===== src/sv/mieu_pkg.sv =====
// shared types and constants for the integer execute unit
package mieu_pkg;

	localparam int unsigned RegCount = 32;
	localparam int unsigned RegIdxW  = $clog2(RegCount);

	// input commands
	localparam logic [1:0] CMD_EXEC  = 2'd0;
	localparam logic [1:0] CMD_LOAD  = 2'd1;
	localparam logic [1:0] CMD_ENTRY = 2'd2;
	localparam logic [1:0] CMD_WREG  = 2'd3;

	// result status codes
	localparam logic [1:0] ST_OK     = 2'd0;
	localparam logic [1:0] ST_FAULT  = 2'd1;
	localparam logic [1:0] ST_UNIMPL = 2'd2;

	// config register indexes
	localparam logic CFG_CODE_BASE  = 1'b0;
	localparam logic CFG_DATA_LIMIT = 1'b1;

	typedef enum logic [2:0] {
		ST_IDLE,
		ST_EXEC,
		ST_DIV,
		ST_DIVFIX,
		ST_OUT
	} state_t;

	// controller to datapath
	typedef struct packed {
		logic load_in;
		logic exec;
		logic div_step;
		logic div_fix;
		logic out_valid_set;
	} cmd_t;

	// datapath to controller
	typedef struct packed {
		logic need_div;
		logic div_last;
	} stat_t;

	typedef struct packed {
		logic [1:0]  status;
		logic [31:0] syscall_number;
		logic        syscall;
		logic [31:0] mem_write_data;
		logic [31:0] mem_address;
		logic        mem_byte;
		logic        mem_write;
		logic        mem_read;
		logic [31:0] pc;
	} result_t;

endpackage


===== src/sv/mieu_ctrl.sv =====
// controller state machine for the integer execute unit
module mieu_ctrl (
	input  logic            clk,
	input  logic            arst_n,
	input  logic            in_beat,
	input  logic            out_free,
	input  mieu_pkg::stat_t stat,
	output mieu_pkg::cmd_t  cmd,
	output logic            busy
);

	mieu_pkg::state_t state_q, state_d;

	// state register
	always_ff @(posedge clk or negedge arst_n) begin
		if (!arst_n) begin
			state_q <= mieu_pkg::ST_IDLE;
		end else begin
			state_q <= state_d;
		end
	end

	// next state
	always_comb begin
		state_d = state_q;
		case (state_q)
			mieu_pkg::ST_IDLE: begin
				if (in_beat) state_d = mieu_pkg::ST_EXEC;
			end
			mieu_pkg::ST_EXEC: begin
				state_d = stat.need_div ? mieu_pkg::ST_DIV : mieu_pkg::ST_OUT;
			end
			mieu_pkg::ST_DIV: begin
				if (stat.div_last) state_d = mieu_pkg::ST_DIVFIX;
			end
			mieu_pkg::ST_DIVFIX: state_d = mieu_pkg::ST_OUT;
			mieu_pkg::ST_OUT: begin
				if (out_free) state_d = mieu_pkg::ST_IDLE;
			end
			default: state_d = mieu_pkg::ST_IDLE;
		endcase
	end

	// outputs
	always_comb begin
		cmd  = '0;
		busy = 1'b1;
		case (state_q)
			mieu_pkg::ST_IDLE: begin
				busy        = 1'b0;
				cmd.load_in = in_beat;
			end
			mieu_pkg::ST_EXEC:   cmd.exec = 1'b1;
			mieu_pkg::ST_DIV:    cmd.div_step = 1'b1;
			mieu_pkg::ST_DIVFIX: cmd.div_fix = 1'b1;
			mieu_pkg::ST_OUT:    cmd.out_valid_set = out_free;
			default: busy = 1'b1;
		endcase
	end

endmodule


===== config.mk =====
export PLATFORM = sky130hd
export DESIGN_NAME = mieu_ctrl
export DESIGN_NICKNAME = d
export VERILOG_FILES = /design/src/sv/mieu_pkg.sv /design/src/sv/mieu_ctrl.sv
export SDC_FILE = /design/constraint.sdc
export NUM_CORES = 1
export LEC_CHECK = 0
export BUFFER_PORTS_ARGS = -buffer_cell sky130_fd_sc_hd__buf_4
export CAP_MARGIN = 0
export CORE_AREA = 5 5 42 44
export CTS_BUF_LIST = sky130_fd_sc_hd__clkbuf_16
export DETAILED_ROUTE_END_ITERATION = 10
export DIE_AREA = 0 0 47 49
export PLACE_DENSITY = 0.31
export SETUP_SLACK_MARGIN = 0.5
export SYNTH_ARGS = -nofsm -noshare
export SYNTH_HDL_FRONTEND = slang
export SYNTH_SLANG_ARGS = --single-unit

===== constraint.sdc =====
create_clock -name clk -period 1.4 [get_ports clk]
set_input_delay 0 -clock clk [delete_from_list [all_inputs] [get_ports clk]]
set_output_delay 0 -clock clk [all_outputs]
set_load 0.005 [all_outputs]

After elaboration in Yosys (flattened, before gate mapping)

Index checks and enable logic that the tools add are counted.
W data, S select, Z words.

Logic and storage cells: 21
Register bits: 3
Output and inout port bits: 6
Bits of input ports: 6

Equality and inequality tests: 7
Muxes and demuxes: 11
Reduce and logical (&&, ||, !) cells: 2

Operator list:

| operator             | number |
|---|---|
| $pmux W3 S5          | 1 |
| $mux W3              | 4 |
| $eq A3 B2 Y1 const B | 2 |
| $mux W1              | 6 |
| $ne A2 B2 Y1 const B | 3 |
| $eq A3 B1 Y1 const B | 1 |
| $eq A3 B3 Y1 const B | 1 |
| $logic_not A3 Y1     | 1 |
| $reduce_and A3 Y1    | 1 |

Logic depth before layout (Yosys ltp)

Depth in word-level cells: 3
Gate-level depth with buffers: 2
Depth with buffers taken out: 2

Worst setup path after synthesis

OpenSTA, ideal clock, no wires.

Kind: reg2reg
From: register state_q[1]
To: register state_q[2]
Setup time: 0.083 ns
Path slack: 0.333 ns
Stages on the path, launching flop included: 3
Period minus slack after synthesis: 1.067 ns
Data arrival time: 0.985 ns
Data required time: 1.317 ns
Buffers on the path: 0
Cells stage by stage: dfrtp_1 or4b_1 o21ai_0

Word-level cells in the longest chain between the ends: 3
Elaborated cells between the ends (all ways): 10
Those cells by class: 7 x eq/ne; 1 x mux; 2 x reduce/logical

Ends and longest elaborated chain:

| what                                       | line            | text |
|---|---|---|
| from (decl)                                | mieu_ctrl.sv:12 | `mieu_pkg::state_t state_q, state_d;` |
| from (signal assigned)                     | mieu_ctrl.sv:17 | `state_q <= mieu_pkg::ST_IDLE;` |
| from (signal assigned)                     | mieu_ctrl.sv:19 | `state_q <= state_d;` |
| $eq A3 B2 Y1, or another cell as far along | mieu_ctrl.sv:26 | `case (state_q)` |
| $ne A2 B2 Y1 (no line)                     | --              |  |
| $reduce_and A3 Y1 (no line)                | --              |  |

Several ways; a longest one is shown, not always the timed one.
A chain may end at the register's enable or synchronous reset.

==> flow_metrics.py <==
metrics = {
    "synthesis": {
        "synth_edf_count": 0,
        "synth_top_family_by_area": "simple AND/OR/NAND/NOR gates",
        "netlist_area_um2": 175,
        "syn_inst": 18,
        "yosysMostFrequentCell": "dfrtp_1",
        "synthAdderAreaFrac_pct": 0,
        "ys_top_cells_by_area": "dfrtp_1, nor3b_1, mux2i_1, or4b_1, a31o_2",
        "yosysSeqAreaShare_pct": 42.9,
        "synth-warning-count": 0,
        "synth_commonest_cells": "dfrtp_1, inv_1, nor3b_1",
        "synth-main-ff-cell": "dfrtp_1",
        "syn-num-nets": 24,
        "async_reset_ff_share_pct": 100,
        "synth_xor_area_share_pct": 0,
        "synth-simple-area-share_pct": 39.3,
        "synthDominantCellAreaShare_pct": 42.9,
        "syn_avg_cell_area_um2": 9.73,
        "synth_seq_cells": 3,
        "synth_top_area_cell": "dfrtp_1",
        "muxShareOfSynthArea_pct": 5.71,
        "synth.distinct_cells": 14,
        "synth_compound_area_share_pct": 7.86,
    },
    "hold_path": {
        "holdCritStartpoint": "out_free",
        "hp-class": "input port to flip-flop",
        "min_path_cells": 3,
        "min_to": "state_q[2]",
    },
    "cells_and_area": {
        "multiInputGateArea_um2": 131,
        "largest_register_ffs": 3,
        "seq_area_um2": 78.8,
        "reg_top3": "state_q: 3 flops",
        "layout.nets": 49,
        "fillCellCount": 149,
        "diodes": 0,
        "drive_above_1_share_pct": 76.2,
        "largest_register": "state_q",
        "synthToLayoutAreaGrowth_pct": 179,
    },
    "detailed_routing": {
        "vias_per_cell": 4.02,
        "via_count": 233,
        "drc": 0,
        "dr.pass1.iters": 4,
        "drt_iter0_drc": 5,
        "drt-total-wl_um": 742,
        "post_drt_wl_per_cell_um": 12.8,
        "postRouteAntennaNets": 0,
    },
    "timing": {
        "setup_ws_ns": 0.186,
        "skew_ns": 0.00219,
        "timing.fmax_mhz": 824,
        "rsz0062_at_grt": "true",
        "min_period_over_period_pct": 86.7,
        "hold_violations": 0,
        "tightest_slew_ns": 0.189,
        "drv_slew": 0,
        "fin_crit_ns": 1.21,
        "tns_ns": 0,
        "setup_viol": 0,
        "relSlewSlack_pct": 87.3,
    },
    "worst_setup_path": {
        "crit_arrival_ns": 1.21,
        "rrSetupSlack_ns": 0.21,
        "worstReg2RegStart": "state_q[1]",
        "critPathLaunchType": "flip-flop",
        "timing.rr.end": "state_q[2]",
        "end_kind": "primary output",
        "worstPathRequired_ns": 1.40,
        "rr_worst_depth": 3,
        "crit_path_max_fanout": 4,
        "critPathKind": "flip-flop to primary output",
    },
    "placement": {
        "dp_slack_ns": 0.292,
        "gp_congestion": 0.717,
        "dp_hpwl_um": 397,
        "io_buffers": 11,
    },
    "job": {
        "drv_cap": 0,
    },
    "floorplan": {
        "fp.dieW_um": 47,
        "rows": 14,
        "ios": 12,
        "dieArea_mm2": 0.00230,
        "core_mm2": 0.00140,
        "die_height_um": 49,
        "initial_core_util_pct": 12.5,
    },
    "power_and_ir_drop": {
        "ir_worst_vdd_v": 0.000676,
        "power_w": 0.00125,
        "powerDensity_mw_per_mm2": 2550,
        "p_leak_nw": 0.236,
    },
    "grt": {
        "grt_pass1_wl_um": 1100,
        "grt_overflow": 0,
        "antenna_found_initial": 0,
        "grt_max_degree": 10,
        "grt_pass1_vias": 279,
        "grt_usage_pct": 7.19,
    },
    "clock_network": {
        "cts_tree": "done",
        "insertion_delay_ns": 0.22,
        "clkTransAtPathRegs_ns": 0.03,
        "cts_root_buf": "clkbuf_16",
        "cts_buffer_depth": 2,
        "numCtsBuffers": 3,
        "clock-sinks": 3,
        "htreeDepth": 1,
    },
    "run_status": {
        "status": "completed",
    },
}
layer usage:
| layer | vias up | share of wire (%) | global-route usage [%] |
|---|---|---|---|
| met4 | 0 | 0 | 6.91 |
| met2 | 15 | 49 | 10.2 |
| met1 | 104 | 39 | 7.71 |
| met3 | 0 | 12 | 2.58 |
| li1 | 114 | - | - |
| met5 | - | 0 | 0 |
logic make-up (layout without fill, tap and decap cells):
group           Yosys count  after routing
compound gates            2              2
buf+inv                   2             26
flops                     3              3
mux                       1              1
simple gates             10             10
worst max-delay path, cell delays in order (launching register included):
cell and delay, ns:
dfrtp_2 0.43, or3_4 0.38, nor2_2 0.08, buf_4 0.11
layout make-up:
type                            count  area share [%]
Tap cell                           16            4.10
Multi-Input combinational cell     13            26.9
Clock buffer                        3            15.4
Inverter                            2            1.54
Clock inverter                      1           0.769
Timing Repair Buffer               20            35.1
Sequential cell                     3            16.2
timing repair:
action,CTS,global route
pin swaps,1,1
setup buffers,5,3
endpoints found under the setup margin,8,9
gates resized for setup,10,8
endpoints found under the hold margin,3,0
hold buffers,1,0
through the flow:
stage | instances | util, % | hold slack, ns | area (um^2)
finish | 58 | 34.8 | 0.0488 | 488
global route | 58 | 34.8 | 0.0836 | 488
detailed placement | 45 | 19.8 | -0.210 | 278
global placement | 45 | 19.8 | -0.209 | 278
floorplan | 18 | - | -0.296 | 175
CTS | 55 | 31.0 | 0.0422 | 434
how the worst max path moves through the flow:
stage | start | to | slack, ns
floorplan | state_q[0] | state_q[2] | 0.35
global placement | state_q[0] | state_q[2] | 0.29
detailed placement | state_q[0] | state_q[2] | 0.29
CTS | state_q[2] | cmd[4] | 0.16
global route | state_q[1] | cmd[4] | 0.13
finish | state_q[1] | cmd[4] | 0.19
power by group:
| part | switching (W) | internal (W) | total, W |
|---|---|---|---|
| logic | 0.000221 | 0.000383 | 0.000604 |
| registers | 0.0000596 | 0.000135 | 0.000195 |
| clock network | 0.0000789 | 0.000368 | 0.000447 |
placed cells by master (no fill, tap or decap), types with 2 or more instances in the layout:
cell       synthesis  layout
clkbuf_16          0       3
dfrtp_2            0       3
buf_4              0      14
inv_1              2       2
buf_6              0       5
No activity file was read; power rests on OpenSTA's default activity.
